===== config.mk =====
export PLATFORM = sky130hd
export DESIGN_NAME = three_axis_fir_filter_core
export DESIGN_NICKNAME = d
export VERILOG_FILES = /design/src/hdl/tafir_pkg.sv /design/src/hdl/tafir_ctrl.sv /design/src/hdl/tafir_dp.sv /design/src/hdl/three_axis_fir_filter_core.sv
export SDC_FILE = /design/constraint.sdc
export NUM_CORES = 2
export LEC_CHECK = 0
export BUFFER_PORTS_ARGS = -buffer_cell sky130_fd_sc_hd__buf_2
export CAP_MARGIN = 20
export CORE_ASPECT_RATIO = 1.2
export CORE_UTILIZATION = 30
export CTS_CLUSTER_DIAMETER = 150
export DETAILED_ROUTE_END_ITERATION = 10
export GPL_ROUTABILITY_DRIVEN = 0
export PLACE_DENSITY = 0.48
export SLEW_MARGIN = 20
export SYNTH_ARGS = -nofsm -noshare
export SYNTH_HDL_FRONTEND = slang
export SYNTH_SLANG_ARGS = --single-unit

===== constraint.sdc =====
create_clock -name clk -period 16.6 [get_ports clk]
set_input_delay 1.66 -clock clk [delete_from_list [all_inputs] [get_ports clk]]
set_output_delay 1.66 -clock clk [all_outputs]
set_load 0.1 [all_outputs]

===== src/hdl/tafir_pkg.sv =====
// Shared types and constants for the three-axis FIR filter.
`default_nettype none

package tafir_pkg;

  localparam int COEF_BITS     = 16;
  localparam int COEF_SLOTS    = 64;
  localparam int COEF_IDX_BITS = 6;
  localparam int OUT_BITS      = 24;
  localparam int ACC_SHIFT     = 7;
  localparam int GUARD_BITS    = 6;

  localparam logic [1:0] AXIS_X = 2'd0;
  localparam logic [1:0] AXIS_Y = 2'd1;
  localparam logic [1:0] AXIS_Z = 2'd2;

  // Q1.15 taps; slots past the designed length are zero.
  localparam logic signed [COEF_BITS-1:0] COEF [COEF_SLOTS] = '{
    16'sd152,   16'sd242,   -16'sd79,   -16'sd233,  16'sd107,   16'sd2,     -16'sd307,  16'sd130,
    16'sd143,   -16'sd436,  16'sd100,   16'sd375,   -16'sd587,  -16'sd35,   16'sd729,   -16'sd737,
    -16'sd356,  16'sd1298,  -16'sd863,  -16'sd1106, 16'sd2464,  -16'sd947,  -16'sd3944, 16'sd9435,
    16'sd0, 16'sd0, 16'sd0, 16'sd0, 16'sd0, 16'sd0, 16'sd0, 16'sd0,
    16'sd0, 16'sd0, 16'sd0, 16'sd0, 16'sd0, 16'sd0, 16'sd0, 16'sd0,
    16'sd0, 16'sd0, 16'sd0, 16'sd0, 16'sd0, 16'sd0, 16'sd0, 16'sd0,
    16'sd0, 16'sd0, 16'sd0, 16'sd0, 16'sd0, 16'sd0, 16'sd0, 16'sd0,
    16'sd0, 16'sd0, 16'sd0, 16'sd0, 16'sd0, 16'sd0, 16'sd0, 16'sd0
  };

  typedef struct packed {
    logic                     shift_in;
    logic                     mul_en;
    logic [1:0]               axis;
    logic [COEF_IDX_BITS-1:0] tap;
    logic                     first;
    logic                     last;
    logic                     load_out;
  } dp_cmd_t;

  typedef struct packed {
    logic out_free;
  } dp_status_t;

endpackage

`default_nettype wire


===== src/hdl/tafir_ctrl.sv =====
// Sequencer that steps the shared multiplier over all taps of each axis.
`default_nettype none

module tafir_ctrl #(
  parameter int TAPS = 24
) (
  input  wire                       clk,
  input  wire                       rst,
  input  wire                       in_valid,
  output logic                      in_stall,
  input  wire tafir_pkg::dp_status_t status,
  output tafir_pkg::dp_cmd_t        cmd
);

  localparam int TAP_BITS = (TAPS > 1) ? $clog2(TAPS) : 1;

  typedef enum logic [3:0] {
    S_IDLE  = 4'b0001,
    S_MAC   = 4'b0010,
    S_FLUSH = 4'b0100,
    S_PUSH  = 4'b1000
  } state_t;

  state_t              state, state_next;
  logic [TAP_BITS-1:0] tap, tap_next;
  logic [1:0]          axis, axis_next;
  logic                accept;
  logic                tap_end;

  assign in_stall = (state != S_IDLE);
  assign accept   = in_valid && !in_stall;
  assign tap_end  = (tap == TAP_BITS'(TAPS - 1));

  always_comb begin
    state_next   = state;
    tap_next     = tap;
    axis_next    = axis;
    cmd          = '0;
    cmd.axis     = axis;
    cmd.tap      = tafir_pkg::COEF_IDX_BITS'(tap);
    cmd.first    = (tap == '0);
    cmd.last     = tap_end;
    unique case (state)
      S_IDLE: begin
        if (accept) begin
          cmd.shift_in = 1'b1;
          tap_next     = '0;
          axis_next    = tafir_pkg::AXIS_X;
          state_next   = S_MAC;
        end
      end
      S_MAC: begin
        cmd.mul_en = 1'b1;
        if (tap_end) begin
          tap_next = '0;
          if (axis == tafir_pkg::AXIS_Z) begin
            state_next = S_FLUSH;
          end else begin
            axis_next = axis + 2'd1;
          end
        end else begin
          tap_next = tap + TAP_BITS'(1);
        end
      end
      S_FLUSH: begin
        state_next = S_PUSH;
      end
      S_PUSH: begin
        // hold the results until the output register can take them
        if (status.out_free) begin
          cmd.load_out = 1'b1;
          state_next   = S_IDLE;
        end
      end
      default: begin
        state_next = S_IDLE;
      end
    endcase
  end

  always_ff @(posedge clk) begin
    if (rst) begin
      state <= S_IDLE;
      tap   <= '0;
      axis  <= tafir_pkg::AXIS_X;
    end else begin
      state <= state_next;
      tap   <= tap_next;
      axis  <= axis_next;
    end
  end

`ifndef SYNTHESIS
  a_accept_starts_mac: assert property (@(posedge clk) disable iff (rst)
    accept |=> state == S_MAC && tap == '0 && axis == tafir_pkg::AXIS_X)
    else $error("accepted request did not start the tap sweep");
  a_push_returns_idle: assert property (@(posedge clk) disable iff (rst)
    (state == S_PUSH && status.out_free) |=> state == S_IDLE)
    else $error("result push did not release the input");
`endif

endmodule

`default_nettype wire


===== src/hdl/tafir_dp.sv =====
// Delay lines, shared multiply-accumulate and output register of the filter.
`default_nettype none

module tafir_dp #(
  parameter int TAPS        = 24,
  parameter int SAMPLE_BITS = 16
) (
  input  wire                                     clk,
  input  wire                                     rst,
  input  wire        [SAMPLE_BITS-1:0]            sample_x,
  input  wire        [SAMPLE_BITS-1:0]            sample_y,
  input  wire        [SAMPLE_BITS-1:0]            sample_z,
  output logic signed [tafir_pkg::OUT_BITS-1:0]   filtered_x,
  output logic signed [tafir_pkg::OUT_BITS-1:0]   filtered_y,
  output logic signed [tafir_pkg::OUT_BITS-1:0]   filtered_z,
  output logic                                    out_valid,
  input  wire                                     out_stall,
  input  wire tafir_pkg::dp_cmd_t                 cmd,
  output tafir_pkg::dp_status_t                   status
);

  localparam int PROD_BITS = SAMPLE_BITS + tafir_pkg::COEF_BITS;
  localparam int ACC_BITS  = PROD_BITS + tafir_pkg::GUARD_BITS;
  localparam int Q_BITS    = ACC_BITS - tafir_pkg::ACC_SHIFT;
  localparam int OB        = tafir_pkg::OUT_BITS;

  logic signed [SAMPLE_BITS-1:0] line [3][TAPS];
  logic signed [SAMPLE_BITS-1:0] in_word [3];
  logic signed [SAMPLE_BITS-1:0] head;
  logic signed [tafir_pkg::COEF_BITS-1:0] coef;

  logic signed [PROD_BITS-1:0] prod;
  logic                        p_valid;
  logic                        p_first;
  logic                        p_last;
  logic [1:0]                  p_axis;

  logic signed [ACC_BITS-1:0]  acc;
  logic signed [ACC_BITS-1:0]  acc_next;
  logic signed [Q_BITS-1:0]    q;
  logic signed [63:0]          q_wide;
  logic signed [OB-1:0]        sat;
  logic signed [OB-1:0]        res [3];

  assign in_word[0] = sample_x;
  assign in_word[1] = sample_y;
  assign in_word[2] = sample_z;

  assign status.out_free = !out_valid || !out_stall;

  always_comb begin
    unique case (cmd.axis)
      tafir_pkg::AXIS_X: head = line[0][0];
      tafir_pkg::AXIS_Y: head = line[1][0];
      tafir_pkg::AXIS_Z: head = line[2][0];
      default:           head = '0;
    endcase
  end

  assign coef = tafir_pkg::COEF[cmd.tap];

  // Shift in the new sample; while sweeping, rotate the active line so that
  // its head walks through every tap and the line ends where it started.
  always_ff @(posedge clk) begin
    if (rst) begin
      for (int a = 0; a < 3; a++) begin
        for (int i = 0; i < TAPS; i++) begin
          line[a][i] <= '0;
        end
      end
    end else if (cmd.shift_in) begin
      for (int a = 0; a < 3; a++) begin
        line[a][0] <= in_word[a];
        for (int i = 1; i < TAPS; i++) begin
          line[a][i] <= line[a][i-1];
        end
      end
    end else if (cmd.mul_en) begin
      for (int a = 0; a < 3; a++) begin
        if (cmd.axis == 2'(a)) begin
          for (int i = 0; i < TAPS - 1; i++) begin
            line[a][i] <= line[a][i+1];
          end
          line[a][TAPS-1] <= line[a][0];
        end
      end
    end
  end

  always_ff @(posedge clk) begin
    prod   <= head * coef;
    p_first <= cmd.first;
    p_axis  <= cmd.axis;
  end

  always_ff @(posedge clk) begin
    if (rst) begin
      p_valid <= 1'b0;
      p_last  <= 1'b0;
    end else begin
      p_valid <= cmd.mul_en;
      p_last  <= cmd.mul_en && cmd.last;
    end
  end

  assign acc_next = p_first ? ACC_BITS'(prod) : acc + ACC_BITS'(prod);
  // arithmetic shift floors, then clamp to the output range
  assign q        = Q_BITS'(acc_next >>> tafir_pkg::ACC_SHIFT);
  assign q_wide   = 64'(q);

  always_comb begin
    priority if (q_wide > 64'sd8388607) begin
      sat = {1'b0, {(OB-1){1'b1}}};
    end else if (q_wide < -64'sd8388608) begin
      sat = {1'b1, {(OB-1){1'b0}}};
    end else begin
      sat = q_wide[OB-1:0];
    end
  end

  always_ff @(posedge clk) begin
    if (p_valid) begin
      acc <= acc_next;
    end
    if (p_last) begin
      res[p_axis] <= sat;
    end
  end

  always_ff @(posedge clk) begin
    if (cmd.load_out) begin
      filtered_x <= res[0];
      filtered_y <= res[1];
      filtered_z <= res[2];
    end
  end

  always_ff @(posedge clk) begin
    if (rst) begin
      out_valid <= 1'b0;
    end else if (cmd.load_out) begin
      out_valid <= 1'b1;
    end else if (!out_stall) begin
      out_valid <= 1'b0;
    end
  end

`ifndef SYNTHESIS
  a_no_overwrite: assert property (@(posedge clk) disable iff (rst)
    cmd.load_out |-> (!out_valid || !out_stall))
    else $error("output register loaded while holding an untaken request");
  a_shift_idle_mul: assert property (@(posedge clk) disable iff (rst)
    cmd.shift_in |-> !cmd.mul_en && !p_valid)
    else $error("sample shifted in during a tap sweep");
`endif

endmodule

`default_nettype wire


===== src/hdl/three_axis_fir_filter_core.sv =====
// Top level of the three-axis FIR filter: sequencer plus datapath.
//
// Usage:
//   Input channel: sample_x/y/z with in_valid; the block raises in_stall
//   while it works. A request is taken on a clock edge with in_valid high
//   and in_stall low.
//   Output channel: filtered_x/y/z (8 fraction bits, saturated) with
//   out_valid; the receiver drives out_stall. A result is taken on an edge
//   with out_valid high and out_stall low.
//   One multiplier serves all taps of all three axes, one tap per cycle;
//   a new request is taken only once the results of the previous one are
//   loaded into the output register (in_stall stays high until then).
//   A held result stays in the output register while the next request is
//   swept; if it is still held when that sweep ends, the block waits with
//   in_stall high until the receiver takes it.
//   Reset (rst, synchronous) clears all delay lines to zero and empties the
//   output register.
`default_nettype none

module three_axis_fir_filter_core #(
  parameter int TAPS        = 24,
  parameter int SAMPLE_BITS = 16
) (
  input  wire                                   clk,
  input  wire                                   rst,
  input  wire        [SAMPLE_BITS-1:0]          sample_x,
  input  wire        [SAMPLE_BITS-1:0]          sample_y,
  input  wire        [SAMPLE_BITS-1:0]          sample_z,
  input  wire                                   in_valid,
  output logic                                  in_stall,
  output logic signed [tafir_pkg::OUT_BITS-1:0] filtered_x,
  output logic signed [tafir_pkg::OUT_BITS-1:0] filtered_y,
  output logic signed [tafir_pkg::OUT_BITS-1:0] filtered_z,
  output logic                                  out_valid,
  input  wire                                   out_stall
);

  tafir_pkg::dp_cmd_t    cmd;
  tafir_pkg::dp_status_t status;

  tafir_ctrl #(
    .TAPS (TAPS)
  ) u_ctrl (
    .clk      (clk),
    .rst      (rst),
    .in_valid (in_valid),
    .in_stall (in_stall),
    .status   (status),
    .cmd      (cmd)
  );

  tafir_dp #(
    .TAPS        (TAPS),
    .SAMPLE_BITS (SAMPLE_BITS)
  ) u_dp (
    .clk        (clk),
    .rst        (rst),
    .sample_x   (sample_x),
    .sample_y   (sample_y),
    .sample_z   (sample_z),
    .filtered_x (filtered_x),
    .filtered_y (filtered_y),
    .filtered_z (filtered_z),
    .out_valid  (out_valid),
    .out_stall  (out_stall),
    .cmd        (cmd),
    .status     (status)
  );

endmodule

`default_nettype wire


==> impl_metrics.tcl <==
set metrics [dict create \
    min_delay_path_depth 0 \
    async_flop_share_pct 0 \
    synth_warnings 0 \
    port_buffers 125 \
    ir_drop_mv 0.0874 \
    cts_max_path_buffers 3 \
    hold_buffers 0 \
    yosys.area.top_type "edfxtp_1" \
    top_layer_used "met5" \
    relSlewSlack_pct 15.9 \
    fin_crit_sh_pct 52.5 \
    syn_area_per_cell_um2 14.5 \
    synth_most_common_cell "edfxtp_1" \
    avgRoutedWirePerCell_um 18.9 \
    netlist_top_cells_count "edfxtp_1 (1334), a22o_1 (1152), inv_1 (318)" \
    start_kind "register" \
    placedCellCount 7243 \
    grt_pass1_vias 38400 \
    ys_top_cells_by_area "edfxtp_1 (61%), a22o_1 (15%), fa_1 (7.9%)" \
    grt_overflow_total 0 \
    core_area_um2 219000 \
    clockRootBuffer "clkbuf_16" \
    arrival_ps 9430 \
    r2r-end "u_dp.prod[30]" \
    hold_class "register to register" \
    grt_pass1_wl_mm 226 \
    synth_cell_types 87 \
    r2r_setup_slack_ps 7890 \
    crit_type "register to register" \
    clock_sinks 1383 \
    ios 126 \
    rsz0062_at_grt "false" \
    cpPeakStageDelay_ps 880 \
    outcome "finished, final reports clean" \
    rr_worst_depth 28 \
    cts_made_buffers 148 \
    die_height_um 516 \
    synthFlopType "edfxtp_1" \
    final_hold_viol_count 0 \
    power.net_switching_uw 3440 \
    vias 38100 \
    clk_pin_slew_worst_paths_ps 60 \
    antenna_found_initial 7 \
    synthAdderAreaFrac_pct 10.5 \
    comb_power_share_pct 23.9 \
    synth-edff-count 1334 \
    die-area_um2 222000 \
    timing.rr.start "u_ctrl.tap[0]" \
    synth-simple-area-share_pct 3.66 \
    syn-cell-area_um2 66000 \
    endpoint_kind "register" \
    finalNonFillerCells 7514 \
    first_pass_iters 5 \
    power_uw 10900 \
    setup_viol 0 \
    ant_nets 0 \
    nets 4992 \
    die_w_um 430 \
    fmaxAchievable_ghz 0.115 \
    synth_top_area_share_pct 60.7 \
    ys_seq_area_share_pct 62.2 \
    synth_cells 4558 \
    hold_slack_ps 407 \
    cp_common_cell "fa_1" \
    tritoncts "done" \
    ff_latch_area_um2 41000 \
    h-tree-depth 4 \
    fillCellCount 21100 \
    p_leak_uw 0.0281 \
    hpwl_mm 88.9 \
    via_per_inst 5.08 \
    swShare_pct 31.6 \
    min_to "filtered_z[9]" \
    cts_setup_buffers 0 \
    worstPathMaxFanout 16 \
    pwr-share-clk_pct 29.9 \
    gr-usage-all-layers_pct 12.6 \
    drive_gt1_share_pct 9.31 \
    grt_start_max_net_pins 245 \
    drc_errors 0 \
    multiInputGateArea_um2 22600 \
    initial_utilization_pct 30.2 \
    num_rows 188 \
    period_needed_ps 8710 \
    clock_latency_ps 830 \
    required_ps 17320 \
    wl_met1_mm 66.9 \
    syn-num-nets 5005 \
    synth_top_family_by_area "compound AO/OA/AOI/OAI gates" \
    synth_compound_area_share_pct 18.8 \
    worstMarginPinSlew_ps 1260 \
    first_iter_violations 3553 \
    power_density_nw_per_um2 147 \
    fin_util_pct 33.9 \
    postCtsResizedCells 0 \
    internal_power_uw 7440 \
    worst_path_max_delay_cell "fa_1" \
    muxShareOfSynthArea_pct 0.159 \
    hp-start "u_dp.res[2][9]" \
    setup_tns_ps 0 \
    cap_violations 0 \
    wl_met3_mm 5.47 \
    p_seq_share_pct 46.1 \
    met2_length_mm 65.2 \
    drv_slew 0 \
    syn_to_final_growth_pct 12.4 \
    skew_ps 65.3 \
    synth-xor-area-share_pct 0.942 \
    ys_ff_latch 1383 \
    drt-total-wl_mm 142 \
]
[worst max-delay path by stage]
stage | startpoint | endpoint | slack [ps] | depth (start not counted)
floorplan | rst | u_dp.line[0][0] | 4220 | 5
global placement | u_ctrl.tap[0] | u_dp.prod[30] | 8100 | 28
detailed placement | u_ctrl.tap[0] | u_dp.prod[30] | 7940 | 28
CTS | u_ctrl.tap[0] | u_dp.prod[30] | 7920 | 28
global route | u_ctrl.tap[0] | u_dp.prod[30] | 7330 | 28
finish | u_ctrl.tap[0] | u_dp.prod[30] | 7890 | 28
[per-stage QoR]
stage | setup WS, ps | instance area (um^2)
2_1_floorplan | 4220 | 66000
3_3_place_gp | 8100 | 69400
3_5_place_dp | 7940 | 69400
4_1_cts | 7920 | 74100
5_1_grt | 7330 | 74200
6_report | 7890 | 74200
[registers in the layout, summed over array words and instances (netlist names)]
signal,count
filtered_x,24
filtered_y,24
filtered_z,24
u_ctrl.axis,2
u_ctrl.state,4
u_ctrl.tap,5
u_dp.acc,38
u_dp.line,1152
u_dp.out_valid,1
u_dp.p_axis,2
u_dp.p_first,1
u_dp.p_last,1
u_dp.p_valid,1
u_dp.prod,32
u_dp.res,72
[final cells by class]
| cell class | count | share of cell area [%] |
|---|---|---|
| well taps | 2850 | 4.81 |
| flip-flops and latches | 1383 | 55.3 |
| inverters | 318 | 1.61 |
| clock inverters | 78 | 1.19 |
| repair buffers | 169 | 1.46 |
| multi-input cells | 2525 | 30.4 |
| clock buffers | 189 | 5.21 |
| diodes | 2 | 0.00674 |
[metal layers]
layer,vias to the layer above,global-route usage [%]
li1,17600,-
met1,19600,17.8
met2,793,19.7
met3,216,1.99
met4,2,4.50
met5,-,0
[logic make-up after synthesis]
family	after synthesis
buffers and inverters	650
XOR/XNOR	71
AO/OA/AOI/OAI	1498
AND/OR/NAND/NOR	552
multiplexers	9
adder cells (fa/ha/maj)	395
flip-flops	1383
[worst max-delay path: cells and delay by family (launching register included)]
kind,cells,cell delay (ps)
fa+ha+maj,8,4200
simple gates,8,1980
compound gates,6,1190
flops,1,660
buf+inv,5,500
xor+xnor,1,130
[cell usage in the layout (no fill, tap or decap), types with 6 or more instances in the layout]
cell       count
a21bo_1       17
a21o_1        20
a21oi_1       92
a22o_1      1152
a31o_2        16
a31oi_1       19
and2_1        13
and3_1         8
buf_2        125
buf_4         35
bufinv_16      9
clkbuf_1      40
clkbuf_16    148
clkinv_1      29
clkinv_16      8
clkinv_2      18
dfxtp_1       47
edfxtp_1    1334
fa_1         262
ha_1         133
inv_1        318
mux2i_1        6
nand2_1      197
nand2b_1      18
nand3_1       11
nand4_1       17
nor2_1       224
nor2b_1       10
nor3_1        12
o211ai_1       6
o21a_1        10
o21ai_0       77
o21ai_1        9
o21bai_1      10
or2_2          7
xnor2_1       52
xor2_1        19
[power by group through the flow]
stage / clock [uW] / combinational, uW / sequential, uW
CTS: 3380 / 2640 / 5020
detailed placement: 0 / 2630 / 5080
global route: 3500 / 2960 / 5090
finish: 3260 / 2600 / 5020
global placement: 0 / 2600 / 5090
floorplan: 0 / 2020 / 5090
No activity file was read; power rests on OpenSTA's default activity.
